$ cat config.mk
export PLATFORM = sky130hd
export DESIGN_NAME = des_key_sched
export DESIGN_NICKNAME = d
export VERILOG_FILES = /design/src/rtl/des_block_cipher_unit_assert.svh /design/src/rtl/des_pkg.sv /design/src/rtl/des_key_sched.sv
export SDC_FILE = /design/constraint.sdc
export NUM_CORES = 1
export LEC_CHECK = 0
export ABC_CLOCK_PERIOD_IN_PS = 1800
export BUFFER_PORTS_ARGS = -buffer_cell sky130_fd_sc_hd__buf_2
export CORE_AREA = 2 2 324 326
export DETAILED_ROUTE_END_ITERATION = 8
export DIE_AREA = 0 0 326 328
export HOLD_SLACK_MARGIN = 0.1
export PLACE_DENSITY = 0.3
export REMOVE_ABC_BUFFERS = 1
export SLEW_MARGIN = 20
export SYNTH_ARGS = -nofsm -noshare
export SYNTH_HDL_FRONTEND = slang
export SYNTH_SLANG_ARGS = --single-unit
$ cat constraint.sdc
create_clock -name clk -period 1.8 [get_ports clk]
set_clock_uncertainty 0.15 [all_clocks]
set_input_delay 0.09 -clock clk [delete_from_list [all_inputs] [get_ports clk]]
set_output_delay 0.09 -clock clk [all_outputs]
set_load 0.01 [all_outputs]
$ cat src/rtl/des_block_cipher_unit_assert.svh
// Assertion macros for the DES block cipher unit.
// Used by the top-level module; no other dependencies.
`ifndef DES_BLOCK_CIPHER_UNIT_ASSERT_SVH
`define DES_BLOCK_CIPHER_UNIT_ASSERT_SVH

// Assert that an antecedent implies a consequent on the next edge.
`define DES_ASSERT_NEXT(label, clk, rst_n, ante, cons, msg) \
  label: assert property (@(posedge clk) disable iff (!rst_n) (ante) |=> (cons)) \
    else $error(msg);

// Assert that an antecedent implies a consequent on the same edge.
`define DES_ASSERT_NOW(label, clk, rst_n, ante, cons, msg) \
  label: assert property (@(posedge clk) disable iff (!rst_n) (ante) |-> (cons)) \
    else $error(msg);

`endif

$ cat src/rtl/des_pkg.sv
// Package for the DES block cipher unit: FIPS 46-3 tables and the
// permutation, S-box, round-function and key-schedule helpers.
package des_pkg;

  localparam int NumRounds = 16;
  localparam int BlockW    = 64;
  localparam int HalfW     = 32;
  localparam int SubkeyW   = 48;
  localparam int CdW       = 56;
  localparam int HalfCdW   = 28;

  localparam logic ActEncrypt = 1'b0;
  localparam logic ActDecrypt = 1'b1;

  typedef logic [SubkeyW-1:0] subkey_t;
  typedef logic [BlockW-1:0]  block_t;
  typedef logic [HalfW-1:0]   half_t;

  typedef struct packed {
    logic   dec;
    half_t  l;
    half_t  r;
  } round_data_t;

  localparam byte unsigned TabIp [64] = '{
    58,50,42,34,26,18,10,2, 60,52,44,36,28,20,12,4,
    62,54,46,38,30,22,14,6, 64,56,48,40,32,24,16,8,
    57,49,41,33,25,17,9,1,  59,51,43,35,27,19,11,3,
    61,53,45,37,29,21,13,5, 63,55,47,39,31,23,15,7};

  localparam byte unsigned TabFp [64] = '{
    40,8,48,16,56,24,64,32, 39,7,47,15,55,23,63,31,
    38,6,46,14,54,22,62,30, 37,5,45,13,53,21,61,29,
    36,4,44,12,52,20,60,28, 35,3,43,11,51,19,59,27,
    34,2,42,10,50,18,58,26, 33,1,41,9,49,17,57,25};

  localparam byte unsigned TabE [48] = '{
    32,1,2,3,4,5, 4,5,6,7,8,9, 8,9,10,11,12,13, 12,13,14,15,16,17,
    16,17,18,19,20,21, 20,21,22,23,24,25, 24,25,26,27,28,29, 28,29,30,31,32,1};

  localparam byte unsigned TabP [32] = '{
    16,7,20,21,29,12,28,17, 1,15,23,26,5,18,31,10,
    2,8,24,14,32,27,3,9,    19,13,30,6,22,11,4,25};

  localparam byte unsigned TabPc1 [56] = '{
    57,49,41,33,25,17,9,  1,58,50,42,34,26,18,
    10,2,59,51,43,35,27,  19,11,3,60,52,44,36,
    63,55,47,39,31,23,15, 7,62,54,46,38,30,22,
    14,6,61,53,45,37,29,  21,13,5,28,20,12,4};

  localparam byte unsigned TabPc2 [48] = '{
    14,17,11,24,1,5, 3,28,15,6,21,10, 23,19,12,4,26,8, 16,7,27,20,13,2,
    41,52,31,37,47,55, 30,40,51,45,33,48, 44,49,39,56,34,53, 46,42,50,36,29,32};

  localparam byte unsigned TabRot [16] = '{1,1,2,2,2,2,2,2,1,2,2,2,2,2,2,1};

  localparam byte unsigned TabS [8][64] = '{
    '{14,4,13,1,2,15,11,8,3,10,6,12,5,9,0,7, 0,15,7,4,14,2,13,1,10,6,12,11,9,5,3,8,
      4,1,14,8,13,6,2,11,15,12,9,7,3,10,5,0, 15,12,8,2,4,9,1,7,5,11,3,14,10,0,6,13},
    '{15,1,8,14,6,11,3,4,9,7,2,13,12,0,5,10, 3,13,4,7,15,2,8,14,12,0,1,10,6,9,11,5,
      0,14,7,11,10,4,13,1,5,8,12,6,9,3,2,15, 13,8,10,1,3,15,4,2,11,6,7,12,0,5,14,9},
    '{10,0,9,14,6,3,15,5,1,13,12,7,11,4,2,8, 13,7,0,9,3,4,6,10,2,8,5,14,12,11,15,1,
      13,6,4,9,8,15,3,0,11,1,2,12,5,10,14,7, 1,10,13,0,6,9,8,7,4,15,14,3,11,5,2,12},
    '{7,13,14,3,0,6,9,10,1,2,8,5,11,12,4,15, 13,8,11,5,6,15,0,3,4,7,2,12,1,10,14,9,
      10,6,9,0,12,11,7,13,15,1,3,14,5,2,8,4, 3,15,0,6,10,1,13,8,9,4,5,11,12,7,2,14},
    '{2,12,4,1,7,10,11,6,8,5,3,15,13,0,14,9, 14,11,2,12,4,7,13,1,5,0,15,10,3,9,8,6,
      4,2,1,11,10,13,7,8,15,9,12,5,6,3,0,14, 11,8,12,7,1,14,2,13,6,15,0,9,10,4,5,3},
    '{12,1,10,15,9,2,6,8,0,13,3,4,14,7,5,11, 10,15,4,2,7,12,9,5,6,1,13,14,0,11,3,8,
      9,14,15,5,2,8,12,3,7,0,4,10,1,13,11,6, 4,3,2,12,9,5,15,10,11,14,1,7,6,0,8,13},
    '{4,11,2,14,15,0,8,13,3,12,9,7,5,10,6,1, 13,0,11,7,4,9,1,10,14,3,5,12,2,15,8,6,
      1,4,11,13,12,3,7,14,10,15,6,8,0,5,9,2, 6,11,13,8,1,4,10,7,9,5,0,15,14,2,3,12},
    '{13,2,8,4,6,15,11,1,10,9,3,14,5,0,12,7, 1,15,13,8,10,3,7,4,12,5,6,11,0,14,9,2,
      7,11,4,1,9,12,14,2,0,6,10,13,15,3,5,8, 2,1,14,7,4,10,8,13,15,12,9,3,5,6,11,0}};

  function automatic block_t perm_ip(block_t src);
    block_t o;
    for (int i = 0; i < BlockW; i++) o[BlockW-1-i] = src[BlockW - int'(TabIp[i])];
    return o;
  endfunction

  function automatic block_t perm_fp(block_t src);
    block_t o;
    for (int i = 0; i < BlockW; i++) o[BlockW-1-i] = src[BlockW - int'(TabFp[i])];
    return o;
  endfunction

  function automatic subkey_t perm_e(half_t src);
    subkey_t o;
    for (int i = 0; i < SubkeyW; i++) o[SubkeyW-1-i] = src[HalfW - int'(TabE[i])];
    return o;
  endfunction

  function automatic half_t perm_p(half_t src);
    half_t o;
    for (int i = 0; i < HalfW; i++) o[HalfW-1-i] = src[HalfW - int'(TabP[i])];
    return o;
  endfunction

  function automatic logic [CdW-1:0] perm_pc1(block_t src);
    logic [CdW-1:0] o;
    for (int i = 0; i < CdW; i++) o[CdW-1-i] = src[BlockW - int'(TabPc1[i])];
    return o;
  endfunction

  function automatic subkey_t perm_pc2(logic [CdW-1:0] src);
    subkey_t o;
    for (int i = 0; i < SubkeyW; i++) o[SubkeyW-1-i] = src[CdW - int'(TabPc2[i])];
    return o;
  endfunction

  function automatic half_t feistel(half_t r, subkey_t k);
    subkey_t x;
    half_t s;
    logic [5:0] six;
    x = perm_e(r) ^ k;
    s = '0;
    for (int i = 0; i < 8; i++) begin
      six = x[SubkeyW-1-6*i -: 6];
      s[HalfW-1-4*i -: 4] = TabS[i][{six[5], six[0], six[4:1]}][3:0];
    end
    return perm_p(s);
  endfunction

  // Round keys for a key; the rotations are fixed wiring per round.
  function automatic subkey_t [NumRounds-1:0] key_schedule(block_t key);
    logic [CdW-1:0] cd;
    logic [HalfCdW-1:0] c, d;
    subkey_t [NumRounds-1:0] ks;
    cd = perm_pc1(key);
    c = cd[CdW-1:HalfCdW];
    d = cd[HalfCdW-1:0];
    for (int r = 0; r < NumRounds; r++) begin
      for (int j = 0; j < int'(TabRot[r]); j++) begin
        c = {c[HalfCdW-2:0], c[HalfCdW-1]};
        d = {d[HalfCdW-2:0], d[HalfCdW-1]};
      end
      ks[r] = perm_pc2({c, d});
    end
    return ks;
  endfunction

endpackage

$ cat src/rtl/des_key_sched.sv
// Registered round-key table for the DES unit.
// Depends on des_pkg.
module des_key_sched import des_pkg::*; (
  input  logic                    clk,
  input  logic                    rst_n,
  input  logic                    cfg_we,
  input  block_t                  cfg_wdata,
  output subkey_t [NumRounds-1:0] round_keys
);
  subkey_t [NumRounds-1:0] keys_r, keys_nxt;

  // Round keys of the all-zero key are all zero.
  always_comb begin
    keys_nxt = keys_r;
    if (cfg_we) begin
      keys_nxt = key_schedule(cfg_wdata);
    end
  end

  always_ff @(posedge clk) begin
    if (!rst_n) begin
      keys_r <= '0;
    end else begin
      keys_r <= keys_nxt;
    end
  end

  assign round_keys = keys_r;
endmodule

Word level (Yosys, flattened, before mapping)

Cells that the tools add are included.

Word-level logic and storage cells: 16
Bits of input ports: 67
Flip-flop bits (word level): 768

Logic depth before layout (Yosys ltp)

Gate-level depths: netlist (run 1).

Word-level depth: 0
Depth in mapped cells: 4
Mapped depth without buffers: 2

Worst setup path before layout (run 1)

OpenSTA, ideal clock, no wires.

Path type: reg-to-reg
Start point: register, netlist name round_keys[0]
End point: register keys_r, in the netlist round_keys[0]
Data required time: 1584 ps
Slack: 782 ps
Arrival: 802 ps
Setup time: 66 ps
Stages on the path, launching flop included: 3
Path buffers: 0
Cell sequence: dfxtp_1 -> mux2i_1 -> nor2b_1

RTL lines:

| element              | line                | source |
|---|---|---|
| to (signal assigned) | des_key_sched.sv:24 | `keys_r <= keys_nxt;` |
| to (decl)            | des_key_sched.sv:10 | `subkey_t [NumRounds-1:0] keys_r, keys_nxt;` |

==> impl_metrics.csv, run 1 <==
group,metric,value,unit
run_status,status,"complete, no violations",
setup_path,critPathKind,"reg -> reg",
setup_path,path_buf_inv,1,
timing,period_share,0.914,
timing,finalHoldViolCount,0,
drt,drt_iter0_drc,100,
drt,dr_total_vias,5169,
logic_synthesis,synth-simple-area-share,0.0468,
logic_synthesis,yosys_warnings,0,
logic_synthesis,syn_area,7480,um2
placed_design,port_buffers,826,
pwr,power_leakage,0.00559,uW
grt,grt_usage,0.0451,
setup_path,crit_arrival,1.79,ns
logic_synthesis,syn_area_per_cell,8.39,um2
grt,grt_max_degree,29,
logic_synthesis,synth_common_cells,"buf_4, dfxtp_1, mux2i_1, nor2b_1, clkbuf_1",
clock_tree,clk_pin_slew,0.08,ns
drt,drc_errors,0,
logic_synthesis,yosysMostFrequentCell,"buf_4",
clock_tree,clk_path_buf_depth,2,
clock_tree,clock_sinks,56,
timing,setup_viol,0,
logic_synthesis,synth_top_family_by_area,"buffers and inverters",
finish,fillers,12100,
floorplan,initial_core_util,0.0725,
clock_tree,cts_max_level,2,
job,maxCapViolations,0,
logic_synthesis,synth-main-ff-cell,"dfxtp_1",
floorplan,placementRows,118,
setup_path,crit_path_cell_trace,"mux2i_1, nor2b_1, dlygate4sd3_1",
timing,final_max_slew_viol_count,0,
finish,final_cell_count_no_fill,2498,
placed_design,dp_hpwl,23400,um
grt,grt-ovfl-total,0,
grt,grt_pass1_vias,3929,
logic_synthesis,synth-edff-count,0,
finish,layout-drive-gt1-share,0.793,
logic_synthesis,synth_xor_area_frac,0,
timing,max_freq,608,MHz
finish,syn_to_final_growth,20.9,%
setup_path,slowest_stage,"dfxtp_1",
logic_synthesis,syn_inst,892,
timing,relSlewSlack,0.579,
floorplan,die_x,326,um
setup_path,worstPathMaxFanout,14,
drt,viasPerCell,2.07,
clock_tree,cts_tree,"done",
logic_synthesis,synth_mux_area_frac,0.0749,
grt,antenna_found_initial,6,
drt,ant_nets,0,
logic_synthesis,netlist_top_cells_area,"buf_4, dfxtp_1, mux2i_1, nor2b_1, buf_8",
drt,dr.pass1.iters,4,
logic_synthesis,synth.distinct_cells,8,
setup_path,startpoint_type,"register",
timing,rsz0062_at_grt,"false",
floorplan,core,103000,um2
grt,grt_pass1_wl,32800,um
logic_synthesis,synthArstFlopShare,0,
drt,routed_wl,27000,um
logic_synthesis,synth_top_area_share,0.716,
clock_tree,clockRootBuffer,"clkbuf_16",
clock_tree,worstSkewPairLatency,0.34,ns
floorplan,die_area,107000,um2
timing,setup_tns,0,ns
pwr,ir_worst_vdd,0.308,mV
finish,largest_reg_flops,56,
pwr,p_per_area,522,nW/um2
timing,max_slew.worst_pin.slew,0.631,ns
timing,fin_crit,1.65,ns
setup_path,max_stage_delay,0.65,ns
logic_synthesis,ys_ff_latch,56,
clock_tree,cts_made_buffers,5,
logic_synthesis,seq_area_frac_synth,0.150,
finish,fin_nets,1178,
placed_design,placedCellCount,2424,
logic_synthesis,synth_compound_area_frac,0,
setup_path,worstPathRequired,1.94,ns
pwr,power.total,4720,uW
hold_path,hold_class,"in -> reg",
floorplan,fp.dieH,328,um
logic_synthesis,synthAdderAreaFrac,0,
timing,finalWorstSetupSlack,0.154,ns
placed_design,place_ws,0.461,ns
setup_path,cp_top_family,"flip-flops",
logic_synthesis,synth_top_area_cell,"buf_4",
floorplan,ios,835,
setup_path,endpoint_kind,"register",
finish,final_util,0.0876,
placed_design,gp_congestion,0.598,
drt,wire_per_inst,10.8,um
## tightest hold or removal path, cell delays in order
cell and delay, ns:
buf_4 0.20, mux2i_1 0.19, nor2b_1 0.06
## path summary, 6_finish.rpt
path | slack [ns] | depth (start not counted) | from | to
max | 0.15 | 3 | round_keys[54]$_SDFFE_PN0P_ | round_keys[54]$_SDFFE_PN0P_
min | 0.12 | 3 | cfg_we | round_keys[21]$_SDFFE_PN0P_
max reg2reg | 0.15 | 3 | round_keys[54]$_SDFFE_PN0P_ | round_keys[54]$_SDFFE_PN0P_
min reg2reg | 0.38 | 2 | round_keys[20]$_SDFFE_PN0P_ | round_keys[20]$_SDFFE_PN0P_
## cells in the final DEF (no fill, tap or decap)
cell type and count:
clkbuf_1 2, buf_12 1, clkbuf_8 1, buf_4 50, buf_2 825, mux2i_1 56, clkbuf_16 5, diode_2 6
dfxtp_1 56, nor2b_1 56, dlygate4sd3_1 60
## cell families after synthesis
family                 after synthesis
buffers and inverters              724
flip-flops                          56
multiplexers                        56
AND/OR/NAND/NOR                     56
## repair_timing
action / 4_1_cts / 5_1_grt
setup buffers: 0 / 0
setup endpoints to repair: 0 / 0
gates resized for setup: 0 / 0
hold endpoints to repair: 56 / 0
hold buffers: 60 / 0
## per-layer routing
layer / part of all wire / wire, um / global-route usage / vias up
li1: - / - / - / 2465
met1: 0.43 / 11700 / 0.0559 / 2271
met3: 0.065 / 1740 / 0.0112 / 8
met2: 0.49 / 13300 / 0.0779 / 425
met4: 0.0084 / 226 / 0.0105 / 0
met5: 0 / 0 / 0 / -
## report_power, final
group | internal [uW] | switching, uW
clock network | 560 | 561
logic | 930 | 1210
registers | 1310 | 145
## layout make-up
type	instances	area (um2)	area share
flip-flops and latches	56	1120	0.124
multi-input cells	112	911	0.101
clock buffers	8	146	0.0162
diodes	6	15.0	0.00166
well taps	1380	1730	0.191
repair buffers	936	5120	0.567
## through the flow
step                hold slack (ns)  cell area (um2)
floorplan                    0.0682             2030
global placement              0.204             8280
detailed placement            0.205             8280
CTS                           0.101             9030
global route                  0.115             9030
finish                        0.120             9040
Note: power is estimated with default switching activity, not from simulation.
==> run 2: changes to the inputs <==
--- a/config.mk
+++ b/config.mk
@@ -12,7 +12,6 @@
 export DIE_AREA = 0 0 326 328
 export HOLD_SLACK_MARGIN = 0.1
 export PLACE_DENSITY = 0.3
-export REMOVE_ABC_BUFFERS = 1
 export SLEW_MARGIN = 20
 export SYNTH_ARGS = -nofsm -noshare
 export SYNTH_HDL_FRONTEND = slang
==> impl_metrics.csv, run 2 (synthesis results as in run 1) <==
group,metric,value,unit
grt,grt-ovfl-total,0,
grt,use_met2,0.0660,
setup_path,worstPathMaxFanout,15,
clock_tree,clk_pin_slew,0.09,ns
clock_tree,cts_max_level,2,
drt,routed_wl,22900,um
clock_tree,clock_sinks,56,
run_status,status,"complete, no violations",
timing,relSlewSlack,0.593,
job,maxCapViolations,0,
pwr,p_per_area,529,nW/um2
drt,viasPerCell,2.03,
grt,grt_pass1_vias,3740,
floorplan,placementRows,118,
setup_path,cp.depth,3,
clock_tree,cts_tree,"done",
timing,finalHoldViolCount,0,
drt,drc_errors,0,
finish,regArea,1130,um2
timing,rsz0062_at_grt,"false",
drt,drt_iter0_drc,67,
timing,max_freq,628,MHz
floorplan,die_area,107000,um2
drt,ant_nets,0,
finish,largest_reg_flops,56,
finish,fin_nets,1159,
setup_path,rr_worst_depth,3,
setup_path,crit_arrival,1.75,ns
setup_path,path_buf_inv,1,
hold_path,hold_path_depth,3,
timing,final_max_slew_viol_count,0,
drt,wire_per_inst,9.23,um
drt,dr_total_vias,5029,
placed_design,port_buffers,826,
finish,fillers,12100,
finish,layout-drive-gt1-share,0.777,
timing,period_share,0.885,
setup_path,r2r_slack,0.21,ns
timing,max_slew.worst_pin.slew,0.609,ns
grt,grt_max_degree,33,
clock_tree,clockRootBuffer,"clkbuf_16",
floorplan,initial_core_util,0.0725,
timing,setup_tns,0,ns
setup_path,startpoint_type,"register",
logic_synthesis,synth_nets,959,
setup_path,worstPathRequired,1.96,ns
placed_design,dp_hpwl,19000,um
placed_design,gp_congestion,0.604,
timing,fin_crit,1.59,ns
finish,syn_to_final_growth,19.9,%
pwr,ir_worst_vdd,0.347,mV
grt,antenna_found_initial,5,
hold_path,hold_class,"in -> reg",
setup_path,endpoint_kind,"register",
finish,final_common_cell,"buf_2",
placed_design,placedCellCount,2385,
setup_path,cp_top_family,"flip-flops",
setup_path,critPathKind,"reg -> reg",
grt,grt_usage,0.0379,
setup_path,crit_path_cell_trace,"mux2i_1, nor2b_1, dlygate4sd3_1",
floorplan,die_x,326,um
grt,grt.busiest_layer,"met2",
pwr,power_leakage,0.00551,uW
clock_tree,cts_made_buffers,5,
setup_path,slowest_stage,"dfxtp_1",
clock_tree,post_cts_buffers,0,
clock_tree,clk_path_buf_depth,2,
finish,final_cell_mix,"buf_2, dlygate4sd3_1, mux2i_1, nor2b_1, dfxtp_1",
floorplan,ios,835,
grt,grt_pass1_wl,28300,um
timing,setup_viol,0,
clock_tree,worstSkewPairLatency,0.36,ns
floorplan,core,103000,um2
finish,multi_input_area,911,um2
drt,dr.pass1.iters,4,
floorplan,fp.dieH,328,um
setup_path,max_stage_delay,0.61,ns
grt,met3_usage,0.0101,
grt,met1_usage,0.0438,
finish,final_cell_count_no_fill,2476,
-- run 2: cell count changes in the layout (fill, tap and decap cells not counted), sizes merged --
cell | previous run | this run
dlygate4sd3 | 60 | 80
clkinvlp | 0 | 2
buf | 876 | 837
diode | 6 | 3
clkbuf | 8 | 6
-- run 2: final cells by class --
| type | count | area share |
|---|---|---|
| Timing Repair Buffer | 917 | 0.562 |
| Multi-Input combinational cell | 112 | 0.102 |
| Tap cell | 1380 | 0.192 |
| Clock buffer | 6 | 0.0155 |
| Sequential cell | 56 | 0.126 |
| Antenna cell | 3 | 0.000837 |
| Clock inverter | 2 | 0.00167 |
-- run 2: final timing paths --
kind                                             startpoint                          end
worst max-delay path            round_keys[10]$_SDFFE_PN0P_  round_keys[10]$_SDFFE_PN0P_
worst min-delay path                                  rst_n  round_keys[52]$_SDFFE_PN0P_
worst max register to register  round_keys[10]$_SDFFE_PN0P_  round_keys[10]$_SDFFE_PN0P_
worst min register to register  round_keys[36]$_SDFFE_PN0P_  round_keys[36]$_SDFFE_PN0P_
-- run 2: what timing repair did --
item | CTS | global route
gates resized for setup | 0 | 4
hold buffers | 80 | 0
endpoints found under the setup margin | 0 | 4
hold endpoints to repair | 56 | 0
-- run 2: layer usage --
metal	up-vias	routed length, um
li1	2422	-
met1	2189	9210
met2	406	11600
met3	10	1680
met4	2	339
met5	-	10
-- run 2: power by group --
group          total [uW]  internal, uW  switching (uW)  leakage (uW)
logic                1940           901            1040       0.00498
clock network        1250           562             691     0.0000691
registers            1550          1310             239      0.000464
total                4740          2780            1970       0.00551
-- run 2: worst register-to-register path: cells and delay by family, from the launching register on --
family / cells / cell delay (ns)
simple gates: 1 / 0.12
mux: 1 / 0.13
flops: 1 / 0.61
buf+inv: 1 / 0.54
-- run 2: metrics by stage --
stage | utilization | worst slack (ns) | hold WS [ns] | area (um2) | total power [uW]
2_1_floorplan | - | 0.782 | 0.109 | 7480 | 3520
3_3_place_gp | 0.0775 | 0.586 | 0.205 | 8000 | 3460
3_5_place_dp | 0.0775 | 0.576 | 0.203 | 8000 | 3440
4_1_cts | 0.0868 | 0.0226 | 0.103 | 8960 | 5020
5_1_grt | 0.0868 | 0.00166 | 0.134 | 8960 | 5130
6_report | 0.0869 | 0.208 | 0.131 | 8970 | 4740
