**config.mk**
```make
export PLATFORM = sky130hd
export DESIGN_NAME = des_round
export DESIGN_NICKNAME = d
export VERILOG_FILES = /design/src/rtl/des_block_cipher_unit_assert.svh /design/src/rtl/des_pkg.sv /design/src/rtl/des_round.sv
export SDC_FILE = /design/constraint.sdc
export NUM_CORES = 1
export LEC_CHECK = 0
export BUFFER_PORTS_ARGS = -buffer_cell sky130_fd_sc_hd__buf_4
export CAP_MARGIN = 40
export CORE_AREA = 2 2 351 353
export CTS_CLUSTER_SIZE = 12
export DETAILED_ROUTE_END_ITERATION = 8
export DIE_AREA = 0 0 353 355
export PLACE_DENSITY_LB_ADDON = 0.05
export SLEW_MARGIN = 10
export SYNTH_ARGS = -nofsm -noshare
export SYNTH_HDL_FRONTEND = slang
export SYNTH_SLANG_ARGS = --single-unit
```
**constraint.sdc**
```tcl
create_clock -name clk -period 4.12 [get_ports clk]
set_input_delay 0.412 -clock clk [delete_from_list [all_inputs] [get_ports clk]]
set_output_delay 0.412 -clock clk [all_outputs]
set_load 0.02 [all_outputs]
```
**src/rtl/des_block_cipher_unit_assert.svh**
```systemverilog
// Assertion macros for the DES block cipher unit.
// Used by the top-level module; no other dependencies.
`ifndef DES_BLOCK_CIPHER_UNIT_ASSERT_SVH
`define DES_BLOCK_CIPHER_UNIT_ASSERT_SVH

// Assert that an antecedent implies a consequent on the next edge.
`define DES_ASSERT_NEXT(label, clk, rst_n, ante, cons, msg) \
  label: assert property (@(posedge clk) disable iff (!rst_n) (ante) |=> (cons)) \
    else $error(msg);

// Assert that an antecedent implies a consequent on the same edge.
`define DES_ASSERT_NOW(label, clk, rst_n, ante, cons, msg) \
  label: assert property (@(posedge clk) disable iff (!rst_n) (ante) |-> (cons)) \
    else $error(msg);

`endif

```
**src/rtl/des_pkg.sv**
```systemverilog
// Package for the DES block cipher unit: FIPS 46-3 tables and the
// permutation, S-box, round-function and key-schedule helpers.
package des_pkg;

  localparam int NumRounds = 16;
  localparam int BlockW    = 64;
  localparam int HalfW     = 32;
  localparam int SubkeyW   = 48;
  localparam int CdW       = 56;
  localparam int HalfCdW   = 28;

  localparam logic ActEncrypt = 1'b0;
  localparam logic ActDecrypt = 1'b1;

  typedef logic [SubkeyW-1:0] subkey_t;
  typedef logic [BlockW-1:0]  block_t;
  typedef logic [HalfW-1:0]   half_t;

  typedef struct packed {
    logic   dec;
    half_t  l;
    half_t  r;
  } round_data_t;

  localparam byte unsigned TabIp [64] = '{
    58,50,42,34,26,18,10,2, 60,52,44,36,28,20,12,4,
    62,54,46,38,30,22,14,6, 64,56,48,40,32,24,16,8,
    57,49,41,33,25,17,9,1,  59,51,43,35,27,19,11,3,
    61,53,45,37,29,21,13,5, 63,55,47,39,31,23,15,7};

  localparam byte unsigned TabFp [64] = '{
    40,8,48,16,56,24,64,32, 39,7,47,15,55,23,63,31,
    38,6,46,14,54,22,62,30, 37,5,45,13,53,21,61,29,
    36,4,44,12,52,20,60,28, 35,3,43,11,51,19,59,27,
    34,2,42,10,50,18,58,26, 33,1,41,9,49,17,57,25};

  localparam byte unsigned TabE [48] = '{
    32,1,2,3,4,5, 4,5,6,7,8,9, 8,9,10,11,12,13, 12,13,14,15,16,17,
    16,17,18,19,20,21, 20,21,22,23,24,25, 24,25,26,27,28,29, 28,29,30,31,32,1};

  localparam byte unsigned TabP [32] = '{
    16,7,20,21,29,12,28,17, 1,15,23,26,5,18,31,10,
    2,8,24,14,32,27,3,9,    19,13,30,6,22,11,4,25};

  localparam byte unsigned TabPc1 [56] = '{
    57,49,41,33,25,17,9,  1,58,50,42,34,26,18,
    10,2,59,51,43,35,27,  19,11,3,60,52,44,36,
    63,55,47,39,31,23,15, 7,62,54,46,38,30,22,
    14,6,61,53,45,37,29,  21,13,5,28,20,12,4};

  localparam byte unsigned TabPc2 [48] = '{
    14,17,11,24,1,5, 3,28,15,6,21,10, 23,19,12,4,26,8, 16,7,27,20,13,2,
    41,52,31,37,47,55, 30,40,51,45,33,48, 44,49,39,56,34,53, 46,42,50,36,29,32};

  localparam byte unsigned TabRot [16] = '{1,1,2,2,2,2,2,2,1,2,2,2,2,2,2,1};

  localparam byte unsigned TabS [8][64] = '{
    '{14,4,13,1,2,15,11,8,3,10,6,12,5,9,0,7, 0,15,7,4,14,2,13,1,10,6,12,11,9,5,3,8,
      4,1,14,8,13,6,2,11,15,12,9,7,3,10,5,0, 15,12,8,2,4,9,1,7,5,11,3,14,10,0,6,13},
    '{15,1,8,14,6,11,3,4,9,7,2,13,12,0,5,10, 3,13,4,7,15,2,8,14,12,0,1,10,6,9,11,5,
      0,14,7,11,10,4,13,1,5,8,12,6,9,3,2,15, 13,8,10,1,3,15,4,2,11,6,7,12,0,5,14,9},
    '{10,0,9,14,6,3,15,5,1,13,12,7,11,4,2,8, 13,7,0,9,3,4,6,10,2,8,5,14,12,11,15,1,
      13,6,4,9,8,15,3,0,11,1,2,12,5,10,14,7, 1,10,13,0,6,9,8,7,4,15,14,3,11,5,2,12},
    '{7,13,14,3,0,6,9,10,1,2,8,5,11,12,4,15, 13,8,11,5,6,15,0,3,4,7,2,12,1,10,14,9,
      10,6,9,0,12,11,7,13,15,1,3,14,5,2,8,4, 3,15,0,6,10,1,13,8,9,4,5,11,12,7,2,14},
    '{2,12,4,1,7,10,11,6,8,5,3,15,13,0,14,9, 14,11,2,12,4,7,13,1,5,0,15,10,3,9,8,6,
      4,2,1,11,10,13,7,8,15,9,12,5,6,3,0,14, 11,8,12,7,1,14,2,13,6,15,0,9,10,4,5,3},
    '{12,1,10,15,9,2,6,8,0,13,3,4,14,7,5,11, 10,15,4,2,7,12,9,5,6,1,13,14,0,11,3,8,
      9,14,15,5,2,8,12,3,7,0,4,10,1,13,11,6, 4,3,2,12,9,5,15,10,11,14,1,7,6,0,8,13},
    '{4,11,2,14,15,0,8,13,3,12,9,7,5,10,6,1, 13,0,11,7,4,9,1,10,14,3,5,12,2,15,8,6,
      1,4,11,13,12,3,7,14,10,15,6,8,0,5,9,2, 6,11,13,8,1,4,10,7,9,5,0,15,14,2,3,12},
    '{13,2,8,4,6,15,11,1,10,9,3,14,5,0,12,7, 1,15,13,8,10,3,7,4,12,5,6,11,0,14,9,2,
      7,11,4,1,9,12,14,2,0,6,10,13,15,3,5,8, 2,1,14,7,4,10,8,13,15,12,9,3,5,6,11,0}};

  function automatic block_t perm_ip(block_t src);
    block_t o;
    for (int i = 0; i < BlockW; i++) o[BlockW-1-i] = src[BlockW - int'(TabIp[i])];
    return o;
  endfunction

  function automatic block_t perm_fp(block_t src);
    block_t o;
    for (int i = 0; i < BlockW; i++) o[BlockW-1-i] = src[BlockW - int'(TabFp[i])];
    return o;
  endfunction

  function automatic subkey_t perm_e(half_t src);
    subkey_t o;
    for (int i = 0; i < SubkeyW; i++) o[SubkeyW-1-i] = src[HalfW - int'(TabE[i])];
    return o;
  endfunction

  function automatic half_t perm_p(half_t src);
    half_t o;
    for (int i = 0; i < HalfW; i++) o[HalfW-1-i] = src[HalfW - int'(TabP[i])];
    return o;
  endfunction

  function automatic logic [CdW-1:0] perm_pc1(block_t src);
    logic [CdW-1:0] o;
    for (int i = 0; i < CdW; i++) o[CdW-1-i] = src[BlockW - int'(TabPc1[i])];
    return o;
  endfunction

  function automatic subkey_t perm_pc2(logic [CdW-1:0] src);
    subkey_t o;
    for (int i = 0; i < SubkeyW; i++) o[SubkeyW-1-i] = src[CdW - int'(TabPc2[i])];
    return o;
  endfunction

  function automatic half_t feistel(half_t r, subkey_t k);
    subkey_t x;
    half_t s;
    logic [5:0] six;
    x = perm_e(r) ^ k;
    s = '0;
    for (int i = 0; i < 8; i++) begin
      six = x[SubkeyW-1-6*i -: 6];
      s[HalfW-1-4*i -: 4] = TabS[i][{six[5], six[0], six[4:1]}][3:0];
    end
    return perm_p(s);
  endfunction

  // Round keys for a key; the rotations are fixed wiring per round.
  function automatic subkey_t [NumRounds-1:0] key_schedule(block_t key);
    logic [CdW-1:0] cd;
    logic [HalfCdW-1:0] c, d;
    subkey_t [NumRounds-1:0] ks;
    cd = perm_pc1(key);
    c = cd[CdW-1:HalfCdW];
    d = cd[HalfCdW-1:0];
    for (int r = 0; r < NumRounds; r++) begin
      for (int j = 0; j < int'(TabRot[r]); j++) begin
        c = {c[HalfCdW-2:0], c[HalfCdW-1]};
        d = {d[HalfCdW-2:0], d[HalfCdW-1]};
      end
      ks[r] = perm_pc2({c, d});
    end
    return ks;
  endfunction

endpackage

```
**src/rtl/des_round.sv**
```systemverilog
// One pipelined Feistel round stage with valid and stall control.
// Depends on des_pkg.
module des_round import des_pkg::*; (
  input  logic                    clk,
  input  logic                    rst_n,
  input  logic                    advance,
  input  logic                    in_valid,
  input  round_data_t             in_data,
  input  subkey_t [NumRounds-1:0] round_keys,
  input  logic [3:0]              round_idx,
  output logic                    out_valid,
  output round_data_t             out_data
);
  logic        valid_r;
  round_data_t data_r, data_nxt;
  subkey_t     k;

  always_comb begin
    k = in_data.dec ? round_keys[4'(NumRounds-1) - round_idx] : round_keys[round_idx];
    data_nxt.dec = in_data.dec;
    data_nxt.l   = in_data.r;
    data_nxt.r   = in_data.l ^ feistel(in_data.r, k);
  end

  always_ff @(posedge clk) begin
    if (!rst_n) begin
      valid_r <= 1'b0;
    end else if (advance) begin
      valid_r <= in_valid;
    end
  end

  always_ff @(posedge clk) begin
    if (advance) begin
      data_r <= data_nxt;
    end
  end

  assign out_valid = valid_r;
  assign out_data  = data_r;
endmodule

```
* Word-level counts from Yosys, hierarchy flattened
Memory sizes are Yosys's and may differ from the RTL's.
Cells that the tools add are included.
** Word-level totals
- Latch bits :: 0
- Input port bits :: 841
- Memories :: 8
- ROM bits :: 4096
- Register bits :: 66
- RAM bits :: 0
** Operators by class
- $mul :: 0
- Bitwise operators :: 10
- Equal/unequal tests :: 0
- Add/subtract/negate cells :: 1
- Multiplexer cells :: 21
- Reduce and logical (&&, ||, !) cells :: 0
- Shift operators :: 0
- Divide/modulo/power cells :: 0
- Order comparisons :: 10
** Memory list
- (name not given) :: depth 64, width 8, rd ports 1, clocked after memory_dff 0, wr ports 0, RTL line des_pkg.sv:119 : s[HalfW-1-4*i -: 4] = TabS[i][{six[5], six[0], six[4:1]}][3:0];
- (name not given) :: depth 64, width 8, rd ports 1, clocked after memory_dff 0, wr ports 0, RTL line des_pkg.sv:119
- (name not given) :: depth 64, width 8, rd ports 1, clocked after memory_dff 0, wr ports 0, RTL line des_pkg.sv:119
- (name not given) :: depth 64, width 8, rd ports 1, clocked after memory_dff 0, wr ports 0, RTL line des_pkg.sv:119
- (name not given) :: depth 64, width 8, rd ports 1, clocked after memory_dff 0, wr ports 0, RTL line des_pkg.sv:119
- (name not given) :: depth 64, width 8, rd ports 1, clocked after memory_dff 0, wr ports 0, RTL line des_pkg.sv:119
- 2 more memories
** Operators by type and width (count)
- binary-select mux 48 bit (select 4 bit) :: 2
- two-way mux 48 bit :: 3
- two-way mux 4 bit :: 16
- >= comparator 7 bit, second input constant :: 8
- NOT 6 -> 7 bit :: 8
- XOR 48 bit :: 1
- XOR 32 bit :: 1
- less-than comparator 4 x 5 -> 1 bit, second input constant :: 2
- subtractor 4 bit, first input constant :: 1

* Logic depth before layout (Yosys ltp)
Gate-level depths: netlist of run 1.
- Depth in word-level cells :: 10
- Gate-level depth with buffers :: 19
- Gate-level depth less buffers :: 14

* Worst setup path after synthesis of run 1
No wires, ideal clock.
- Path kind :: input -> register
- Start point :: in round_idx[0]
- End point :: reg data_r, in the netlist out_data[20], data pin
- Buffers on the path :: 5
- Arrival time :: 3941 ps
- Path slack :: -79 ps
- Required time :: 3862 ps
- Cell stages on the path :: 17
- Path through :: buf_6 > buf_6 > buf_4 > buf_4 > mux4_2 > mux2i_1 > a32oi_1 > nand2_1 > xor2_2 > inv_1 > ha_1 > clkbuf_1 > nand2_1 > o21ai_1 > a21oi_1 > mux4_2 > xnor2_1
** RTL lines
- start, declared :: RTL line des_round.sv:10 : input logic [3:0] round_idx,
- end signal, assigned :: RTL line des_round.sv:35 : data_r <= data_nxt;
- end, declared :: RTL line des_round.sv:15 : round_data_t data_r, data_nxt;

==> run summary, run 1 <==
The tools report the area of the multi-input gates as 0.01660 mm². CTS built an H-tree with a depth of 3. For this design the top-level I/O count stands at 907. Prior to clock tree synthesis, the placed netlist has a worst setup slack of -0.3258 ns. The final weighted congestion in routability-driven placement came out at 0.8995.

The max-slew violation total from the final report was 0; the highest net fanout along the worst path was 19. The finished layout holds 4,580 standard cells, fillers aside. The core region is 0.1214 mm². The post-route setup TNS was 0 ns. Buffers inserted during clock tree synthesis total 9.

STA classifies the critical path startpoint as a primary input. Setup repair after global routing left no endpoint under its margin. On the final layout, the worst clock skew is 0 ns. The starting density of the core was 16.39%. The tools report the synthesized netlist net count as 2,676.

During synthesis, Yosys emitted a total of 0 warnings. Dividing total power by cell area gives a power density of 271.7 mW/mm². Overall die area: 0.1253 mm². The tools report the number of buffers inserted for hold repair after clock tree synthesis as 0.

The kind of end point of the critical path was a register. The commonest cells after synthesis are 355 x sky130_fd_sc_hd__mux4_2, 174 x sky130_fd_sc_hd__mux2i_1, 111 x sky130_fd_sc_hd__nand2_1. For the leakage power, the log shows 13.16 nW. The total iterations of the first detailed-routing run is 5. The core occupancy in the finished layout came out at 26.01%. From synthesis to final layout, the design area changed by 58.69%. For this run the aggregate overflow at the end of global routing stands at 0. The biggest area consumer among synthesized cells was sky130_fd_sc_hd__mux4_2. The most common cell in the synthesized netlist is sky130_fd_sc_hd__mux4_2. The logs give 11.7% for the clock share of power and 128 for the total number of placement rows.

In this run the remaining antenna-violating nets after routing total 0. In this run, synthesis produced a sequential element count of 66. After detailed placement, the total cell area comes to 0.03124 mm².

The root buffer cell chosen for the clock tree is sky130_fd_sc_hd__clkbuf_16. After detailed routing, the number of remaining DRC violations is 0. Clock latency on the worst-skew pair, taken at its later pin, is 0.44 ns. In this run, the number of DRC markers left after iteration 0 of detailed routing was 1,493. Entering global routing, the biggest net connects 55 pins.

The length of routed met2 wiring is 70,770 µm. The fill cell instance count of the final layout was 13,060; the netlist area before placement was 0.01990 mm². Number of clock sinks seen by CTS: 66.

After detailed routing, the average wire length per cell comes to 29.89 µm. Via count of the first global-routing pass: 23,750. The critical path class is primary input to register. The tools report the data arrival time of the critical path as 4.11 ns.

In this run, the combinational gates consume 76.6% of the power. The routed design uses 7719 µm of met3 wire. TritonCTS built the clock tree. The uppermost signal routing layer after detailed routing is met5. The run gives 0 as the count of max-cap constraint violations. In this run the power spent charging and discharging nets is 0.003805 W. The share of total power dissipated in sequential elements is 11.7%.

Of the cells placed in the final design, the portion with a size suffix greater than 1 is 60.21%. The number of antenna violations at the first check in global routing is 24, and the share of the clock period used by the worst path after layout is 95.15%. The logs give 50.12% for the relative slew slack and 151.8 µV for the worst ir drop on vdd. The switching share of power was 44.35%. In the final routing, the length of wire on met1 measures 56,540 µm. Yosys attributes the largest share of cell area to sky130_fd_sc_hd__mux4_2 40%, sky130_fd_sc_hd__edfxtp_1 9.8%, sky130_fd_sc_hd__mux2i_1 8.8%. For the global-route total usage across every layer, the log shows 21.12%. The total via count after detailed routing is 22,280, and the buffer levels on the longest clock path is 2. The internal portion of total power is 0.004775 W. Summed over all layers, the routed wires come to 136,900 µm.

Final count of negative-setup-slack endpoints: 0. The tools report the critical path data required time as 4.31 ns. The average cell area after synthesis came out at 11.11 µm². For the final worst setup slack, the log shows 0.1998 ns. Worst min-delay path class: primary input to register. After routing the design area is 0.03158 mm².

The first-pass GRT wire length was 187,300 µm; the cell count after placement was 4,557. Count of mapped cells out of synthesis: 1,791. The count of flip-flops with a built-in enable after synthesis is 65, and the final critical path time including I/O delays and setup is 3.920 ns. Sequential elements use 9.909% of the synthesized area. After synthesis, the netlist uses 91 different library cells. At the pin with the least slew margin, the transition time is 0.7482 ns.

The detailed-route vias per instance is 4.865. For the fmax, the log shows 255.1 MHz. The die is 353 µm wide. The number of setup buffers added after CTS is 0.

The top-area cell type share of the netlist area is 40.18%. Most frequently used flop master after synthesis: sky130_fd_sc_hd__edfxtp_1. The run gives 0 as the number of gates given a new drive strength after cts. Number of hold violations in the final report: 0. Detailed placement ended at an HPWL of 119,500 µm.

Measured along the y axis, the die boundary spans 355 µm. Clock slew at the register clock pins of the worst setup and hold paths: 0.07 ns. The flow ran to the end, and the final reports show no timing, DRC or antenna violations. Across the whole layout, storage elements account for 0.001972 mm². After synthesis, the share of flip-flops with an asynchronous set or reset is 0%.

The count of buffers added on input and output ports is 906. The net count of the finished layout is 3,828.
## critical path, stage by stage
cell	delay [ns]
sky130_fd_sc_hd__buf_8	0.24
sky130_fd_sc_hd__buf_12	0.22
sky130_fd_sc_hd__mux4_2	0.59
sky130_fd_sc_hd__o22ai_1	0.38
sky130_fd_sc_hd__a211oi_1	0.16
sky130_fd_sc_hd__buf_2	0.20
sky130_fd_sc_hd__buf_4	0.15
sky130_fd_sc_hd__xnor2_1	0.19
sky130_fd_sc_hd__inv_1	0.09
sky130_fd_sc_hd__ha_1	0.32
sky130_fd_sc_hd__buf_4	0.17
sky130_fd_sc_hd__mux2i_1	0.12
sky130_fd_sc_hd__a211oi_1	0.10
sky130_fd_sc_hd__buf_4	0.15
sky130_fd_sc_hd__nor4_2	0.36
sky130_fd_sc_hd__buf_4	0.18
sky130_fd_sc_hd__xor2_1	0.05
## power by group through the flow
| stage | registers (W) | logic, W | clock network [W] |
|---|---|---|---|
| after floorplan | 0.00120 | 0.00320 | 0 |
| after global placement | 0.00102 | 0.00670 | 0 |
| after detailed placement | 0.00102 | 0.00666 | 0 |
| after CTS | 0.00101 | 0.00668 | 0.00107 |
| after global routing | 0.00102 | 0.00709 | 0.00107 |
| final | 0.00100 | 0.00657 | 0.00101 |
## final timing paths
check / slack, ns / cells past startpoint / endpoint / startpoint
worst max-delay path: 0.20 / 17 / out_data[27]$_DFFE_PP_ / round_idx[0]
worst min-delay path: 0.17 / 1 / out_data[41]$_DFFE_PP_ / in_data[9]
worst max register to register: 3.45 / 2 / out_valid$_SDFFE_PN0P_ / out_valid$_SDFFE_PN0P_
worst min register to register: 0.58 / 2 / out_valid$_SDFFE_PN0P_ / out_valid$_SDFFE_PN0P_
## cell families (layout without fill, tap and decap cells)
| logic type | after synthesis | in the layout | share of synthesized area, % |
|---|---|---|---|
| flops | 66 | 66 | 9.909 |
| other cells | 0 | 7 | 0 |
| mux | 542 | 542 | 49.75 |
| simple gates | 383 | 383 | 9.890 |
| compound gates | 428 | 428 | 15.18 |
| xor+xnor | 103 | 103 | 5.231 |
| buf+inv | 225 | 1382 | 7.268 |
| fa+ha+maj | 44 | 44 | 2.766 |
## layout make-up
type                            count  area share (%)
Clock buffer                        9          0.7132
Clock inverter                      7          0.2932
Inverter                           44          0.5230
Antenna cell                        7         0.05547
Sequential cell                    66           6.244
Multi-Input combinational cell   1500           52.58
Tap cell                         1625           6.438
Timing Repair Buffer             1322           33.15
## routing by layer
layer	vias up	track usage (%)
met5	-	0
met4	6	3.643
met3	75	4.585
met2	829	38.28
met1	11540	25.80
li1	9834	-
## per-stage QoR
| step | hold WS [ns] | total power [W] |
|---|---|---|
| 2_1_floorplan | 0.5109 | 0.004409 |
| 3_3_place_gp | 0.5793 | 0.007721 |
| 3_5_place_dp | 0.5861 | 0.007675 |
| 4_1_cts | 0.1103 | 0.008755 |
| 5_1_grt | 0.1263 | 0.009183 |
| 6_report | 0.1691 | 0.008580 |
## sequential cells by signal, summed over array words and instances (netlist names)
name,count
out_valid,1
out_data,65
## layout by cell type (no fill, tap or decap), drive strengths merged, types with 44 or more instances in the layout
master,n
xor2,47
nor2,80
ha,44
nand2,112
o21ai,45
mux2i,175
edfxtp,65
a22oi,68
o22ai,80
xnor2,56
buf,1322
a21oi,48
mux4,356
Power figures use the tool's default switching activity.
==> run 2, diff against run 1 <==
--- a/config.mk
+++ b/config.mk
@@ -7,10 +7,10 @@
 export LEC_CHECK = 0
 export BUFFER_PORTS_ARGS = -buffer_cell sky130_fd_sc_hd__buf_4
 export CAP_MARGIN = 40
-export CORE_AREA = 2 2 351 353
+export CORE_AREA = 2 2 353 355
 export CTS_CLUSTER_SIZE = 12
 export DETAILED_ROUTE_END_ITERATION = 8
-export DIE_AREA = 0 0 353 355
+export DIE_AREA = 0 0 355 357
 export PLACE_DENSITY_LB_ADDON = 0.05
 export SLEW_MARGIN = 10
 export SYNTH_ARGS = -nofsm -noshare
==> constraint.sdc (replaced) <==
create_clock -name clk -period 4 [get_ports clk]
set_input_delay 0.8 -clock clk [delete_from_list [all_inputs] [get_ports clk]]
set_output_delay 0.8 -clock clk [all_outputs]
set_load 0.02 [all_outputs]
==> run 2 against run 1 <==
Wire length shrank 2.0%. Cell count grew 3.5%. Register-to-register slack lost 0.04 ns. Design area grew 7.1%. Combinational power grew 10%. Critical path type unchanged. Critical endpoint is now out_data[4]$_DFFE_PP_. Highest routed layer unchanged.
==> run summary, run 2 (synthesis gave the netlist of run 1 again) <==
The overall die area came out at 0.1267 mm². In the final layout, flip-flops and latches occupy 0.001972 mm². The layout has 13,130 filler cells. The congestion estimate from routability-driven global placement came to 0.8992. The H-tree was split into 3 levels.

The width of the die was 355 µm; the max-slew violation total from the final report was 0. The number of hold violations in the final report was 0. The HPWL after detailed placement is 116,300 µm.

The starting density of the core was 16.18%. Setup violations remaining at the end of the flow were counted as 0. The cell count after placement was 4,685; the count of max-cap constraint violations was 0.

The detailed router finished its first iteration with 1,352 violations. For the worst-skew pair, the clock arrives at the later sink with an insertion delay of 0.43 ns. TritonCTS built the clock tree. Between clock sinks in the finished design, the worst skew comes to 0 ns. The register with the most flip-flops in the layout has 65 of them. The share of the clock period used by the worst path after layout was 98.00%. In the layout the commonest cells are 1,371 x sky130_fd_sc_hd__buf_4, 355 x sky130_fd_sc_hd__mux4_2, 169 x sky130_fd_sc_hd__mux2i_1. The first global-routing pass estimated 184,200 µm of wire.

The total overflow left after global routing is 0. The critical path class is primary input to register. The floorplan has 129 rows. The tools report the capturing instance or port of the critical path as out_data[4]$_DFFE_PP_.

For this design, the CTS-stage hold fixing added 0 buffers. The worst-case IR drop observed on VDD is 264.7 µV. Total of buffers placed on input and output ports: 906.

For flop-to-flop paths, the worst setup slack is 3.41 ns. The run gives 0.03254 mm² as the post-placement cell area. The via count of the first global-routing pass is 24,400. The logs give 4.10 ns for the data arrival time of the critical path and 907 for the I/O pin count. For this design the static power due to leakage is 14.16 nW. On the worst path, the slowest cell contributes a delay of 0.51 ns. The clock net in this run drives a total of 66 sinks.

The critical path data required time came out at 4.18 ns. The final layout contains 3,968 nets. In this run the worst path has a maximum fanout of 11. The tools report the total wire length after detailed routing as 134,200 µm. The tools report the buffer type at the clock tree root as sky130_fd_sc_hd__clkbuf_16.

The clock period could shrink to 3.920 ns. The proportion of layout cells with a drive suffix above 1 was 64.93%; the total via count after detailed routing was 22,820. The most critical setup path has its startpoint at round_idx[0].

At the placement stage, the worst setup path has a slack of -0.9910 ns. The end of the worst register-to-register path is out_valid$_SDFFE_PN0P_. After layout, the design draws a total of 0.009300 W. STA classifies the critical path startpoint as a primary input. The most common cell after layout, fill and taps aside was sky130_fd_sc_hd__buf_4. No sink is reached through more buffers than the 2 on the longest clock path. The number of design rule violations left after detail routing is 0, and the detailed-route vias per instance is 4.815. Traced cell by cell, the critical path runs through buf_16 -> buf_12 -> buf_16 -> mux4_2 -> mux4_2 -> mux2i_4 -> buf_6 -> xor2_4 -> buf_4 -> a211oi_1 -> a311oi_1 -> mux2i_1 -> buf_4 -> xor2_1. The detail-routed net length per standard cell was 28.32 µm; the final worst setup slack was 0.07987 ns. The number of buffers inserted during clock tree synthesis is 9, and the total iterations of the first detailed-routing run is 7. The worst register-to-register path begins at out_valid$_SDFFE_PN0P_. Total power divided by cell area: 275.1 mW/mm². The min-delay analysis places its worst path in the category register to register.

The detail route stage leaves a number of antenna-violating nets equal to 0. Measured along the y axis, the die boundary spans 357 µm. The run finished with clean final reports. Post-route cell area: 0.03381 mm².

The number of cells on the worst reg-to-reg path is 2. Based on the critical path, the design can be clocked at up to 255.1 MHz. For the relative slew slack, the log shows 52.46%. The tools report the pin count of the biggest net entering global routing as 44.

Global-route total usage across every layer: 20.25%. STA classifies the critical path endpoint as a register. The tools report the core occupancy in the finished layout as 27.49%. In the final layout, the multi-input gates occupy 0.01722 mm².

The count of cells in the finished layout, fillers not included, comes to 4,739. For the core region area, the log shows 0.1230 mm². Among all stages on the critical path, the largest delay is contributed by sky130_fd_sc_hd__mux4_2. For the number of antenna violations at the first check in global routing, the log shows 17.

The measured slew at the worst slew-check pin was 0.7096 ns. Synthesis-to-layout area growth: 69.90%. After clock tree synthesis, the clock-pin slew on the worst setup and hold paths is 0.08 ns. Setup repair after global routing could not meet its margin everywhere.
run 2: report_power, final:
group          switching [W]  leakage, nW  internal [W]
logic                0.00351         13.4       0.00372
registers          0.0000571        0.644      0.000982
clock network       0.000478        0.149      0.000548
run 2: per-stage QoR:
step	hold WS (ns)	TNS, ns
after floorplan	0.5893	-0.8282
after global placement	0.5012	-17.51
after detailed placement	0.5233	-17.73
after CTS	0.5064	0
after global routing	0.5225	-0.07205
final	0.5291	0
run 2: worst min path at each step:
stage | start | endpoint | slack (ns) | cells after the start
floorplan | out_valid$_SDFFE_PN0P_ | out_valid$_SDFFE_PN0P_ | 0.59 | 2
global placement | out_valid$_SDFFE_PN0P_ | out_valid$_SDFFE_PN0P_ | 0.50 | 2
detailed placement | out_valid$_SDFFE_PN0P_ | out_valid$_SDFFE_PN0P_ | 0.52 | 2
CTS | in_data[9] | out_data[41]$_DFFE_PP_ | 0.51 | 1
global route | in_data[9] | out_data[41]$_DFFE_PP_ | 0.52 | 1
finish | out_valid$_SDFFE_PN0P_ | out_valid$_SDFFE_PN0P_ | 0.53 | 2
run 2: final cells by class:
| class | instances | share of cell area (%) |
|---|---|---|
| sequential | 66 | 5.832 |
| clock buffer | 10 | 0.6772 |
| multi-input combinational | 1500 | 50.94 |
| timing repair buffer | 1462 | 35.62 |
| clock inverter | 6 | 0.2627 |
| tap | 1637 | 6.058 |
| inverter | 44 | 0.5033 |
| antenna | 14 | 0.1036 |
run 2: critical path, delay by kind of cell:
| family | cells | cell delay (ns) |
|---|---|---|
| XOR/XNOR | 2 | 0.34 |
| buffers and inverters | 6 | 1.02 |
| multiplexers | 4 | 1.49 |
| AO/OA/AOI/OAI | 2 | 0.39 |
run 2: per-layer routing:
layer / track usage, % / vias to the layer above / part of all wire (%)
li1: - / 10130 / -
met1: 25.12 / 11730 / 41
met2: 36.37 / 878 / 52
met3: 4.020 / 79 / 5.6
met4: 3.763 / 6 / 1.2
met5: 0 / - / 0.028
run 2: what timing repair did:
action / 4_1_cts / 5_1_grt
buffers inserted: 1 / 17
pin swaps: 1 / 18
resized for setup: 35 / 76
gates cloned: 1 / 5
setup endpoints to repair: 21 / 31
==> run 3, diff against run 2 <==
--- a/config.mk
+++ b/config.mk
@@ -11,7 +11,7 @@
 export CTS_CLUSTER_SIZE = 12
 export DETAILED_ROUTE_END_ITERATION = 8
 export DIE_AREA = 0 0 355 357
-export PLACE_DENSITY_LB_ADDON = 0.05
+export PLACE_DENSITY_LB_ADDON = 0.08
 export SLEW_MARGIN = 10
 export SYNTH_ARGS = -nofsm -noshare
 export SYNTH_HDL_FRONTEND = slang
==> run 3 against run 2 <==
First-iteration DRC count grew 23%. Non-clock buffer count up 3. Wire length increased by 2.0%. Design area decreased by 0.61%. Via count up 0.79%. Flip-flop and latch count did not move. Sequential power is essentially flat. Largest power group unchanged.
==> run summary, run 3 (synthesis gave the netlist of run 1 again) <==
The run finished with clean final reports. Setup violations remaining at the end of the flow were counted as 0. For the pin with the worst max-slew slack, the measured transition is 0.6743 ns. Setup repair after global routing could not meet its margin everywhere.

The tools report the buffer type at the clock tree root as sky130_fd_sc_hd__clkbuf_16. The tools report the critical path data required time as 4.16 ns. In this run the deepest clock path goes through 2 buffers.

In the final routed layout, each cell accounts on average for 28.92 µm. STA classifies the critical path startpoint as a primary input. The number of design rule violations left after detail routing was 0; the fmax was 254.7 MHz. The worst ir drop on vdd is 258.7 µV, and the detailed-route vias per instance is 4.859. The library cells used most frequently in the layout, excluding fill and tap cells, are 1,381 x sky130_fd_sc_hd__buf_4, 355 x sky130_fd_sc_hd__mux4_2, 165 x sky130_fd_sc_hd__mux2i_1.

The min-delay analysis places its worst path in the category register to register. The post-detailed-route count of antenna-violating nets was 0; the total wire length after detailed routing was 136,900 µm. The number of antenna violations at the first check in global routing was 21; the number of clock sinks seen by CTS was 66.

The worst path meets setup with 0.07445 ns of slack. Of all nets on the critical path, the largest fanout is 12. The flip-flop count of the largest register, all copies and words added was 65. The number of hold violations in the final report came out at 0.

TritonCTS built the clock tree. Detailed placement finished with a half-perimeter wire length of 119,200 µm. Across the routed clock network, the largest skew measured is 0 ns. The die is 357 µm tall. The most common cell after layout, fill and taps aside is sky130_fd_sc_hd__buf_4. Once the floorplan was initialized, standard cells occupied 16.18% of the core. The floorplan step defined a core boundary enclosing 0.1230 mm². The cell with the largest stage delay on the worst path was sky130_fd_sc_hd__mux4_2. In this run the horizontal extent of the chip is 355 µm. The synthesis-to-layout area growth is 68.86%. Cells with a size suffix above 1 make up 64.09% of the layout. The first global-routing pass estimated 185,700 µm of wire. Timing analysis after detailed placement gives a worst setup slack of -0.7752 ns. Walking the worst path, the cells encountered are buf_16 -> buf_12 -> buf_4 -> mux4_2 -> o22ai_1 -> nor4_1 -> nor4_2 -> xnor2_2 -> buf_4 -> ha_1 -> mux4_2 -> mux2i_1 -> mux2i_1 -> xor2_1. Pin placement for this block handled 907 I/O pins. The tools report the total number of placement rows as 129. The total of buffers placed on input and output ports is 906, and the final weighted congestion in routability-driven placement is 0.9458.

In the global route stage, overall resource usage came out at 20.54%. Critical path class: primary input to register. Clock-pin slew was measured on the worst setup and hold paths at 0.07 ns. Summed over all layers, the global routing overflow is 0. Counting I/O delays and the setup requirement, the final critical path takes 3.926 ns.

The max-slew violation total from the final report was 0; the count of nets after finishing was 3,971. The leakage power came out at 14.11 nW. The run gives 5 as the total iterations of the first detailed-routing run. The path depth of the worst reg2reg path was 2.

The worst path uses 98.14% of the clock period. The kind of end point of the critical path was a register. The floorplan step defined a die boundary enclosing 0.1267 mm².

The data arrival time of the critical path was 4.09 ns; the clock latency on the worst-skew pair was 0.41 ns. The delay contributed by the slowest stage of the critical path works out to 0.52 ns. The worst hold path passes through 2 cells. For this block, the initial DRC count from the detailed router was 1,665. In this run the power density over the cells is 278.4 mW/mm².

The logs give 24,140 for the via count of the first global-routing pass and 0 for the count of max-cap constraint violations. Measured on the finished design, the core utilization comes to 27.32%. Leaving out filler cells and counting taps, the final layout contains 4,733. The total via count after detailed routing was 23,000; the number of buffers inserted during clock tree synthesis was 9. The number of buffers inserted for hold repair after clock tree synthesis was 0. The H-tree was split into 3 levels. The logs give 36 for the pin count of the biggest net entering global routing and 4,672 for the cell count after placement.

The worst pin sits at a relative slew slack of 55.05%.
==> run 3: critical path: cells and delay by family <==
| family | cells | cell delay, ns |
|---|---|---|
| AO/OA/AOI/OAI | 1 | 0.19 |
| XOR/XNOR | 2 | 0.39 |
| adder cells (fa/ha/maj) | 1 | 0.28 |
| buffers and inverters | 4 | 0.73 |
| multiplexers | 4 | 1.25 |
| AND/OR/NAND/NOR | 2 | 0.41 |
==> run 3: final cells by class <==
class                      count  area, µm²
antenna                        5      12.51
clock buffer                   9      225.2
clock inverter                 7      123.9
fill                       13090      89390
inverter                      44      167.7
multi-input combinational   1500      17080
sequential                    66       1972
tap                         1637       2048
timing repair buffer        1465      11980
==> run 3: report_power, final <==
group / internal, W / leakage, nW / switching, W
logic: 0.00374 / 13.3 / 0.00351
clock network: 0.000616 / 0.167 / 0.000447
registers: 0.000982 / 0.644 / 0.0000534
total: 0.00534 / 14.1 / 0.00401
==> run 3: path summary, 6_finish.rpt <==
| check | startpoint | endpoint | slack [ns] |
|---|---|---|---|
| setup / recovery | round_idx[0] | out_data[1]$_DFFE_PP_ | 0.07 |
| hold / removal | out_valid$_SDFFE_PN0P_ | out_valid$_SDFFE_PN0P_ | 0.53 |
| setup reg to reg | out_valid$_SDFFE_PN0P_ | out_valid$_SDFFE_PN0P_ | 3.40 |
| hold reg to reg | out_valid$_SDFFE_PN0P_ | out_valid$_SDFFE_PN0P_ | 0.53 |
==> run 3: layer usage <==
| metal | part of all wire (%) | vias up | global-route usage [%] | wire, µm |
|---|---|---|---|---|
| met1 | 42 | 11760 | 26.08 | 57320 |
| met2 | 50 | 985 | 35.82 | 68070 |
| li1 | - | 10130 | - | - |
| met4 | 2.0 | 12 | 4.068 | 2669 |
| met3 | 6.4 | 107 | 4.347 | 8734 |
| met5 | 0.058 | - | 0 | 79 |
==> run 3: through the flow <==
step	total power (W)	hold WS [ns]	TNS (ns)	area, µm²
global placement	0.008154	0.4987	-17.13	32320
floorplan	0.004635	0.5893	-0.8282	20170
finish	0.009354	0.5279	0	33600
CTS	0.009287	0.5319	-0.005548	32780
detailed placement	0.008122	0.5130	-16.80	32330
global route	0.009998	0.5554	-0.06984	33600
==> run 3: what timing repair did <==
action,CTS,global route
resized for setup,20,71
buffers inserted,0,34
setup endpoints to repair,20,30
gates cloned,0,6
pin swaps,3,14
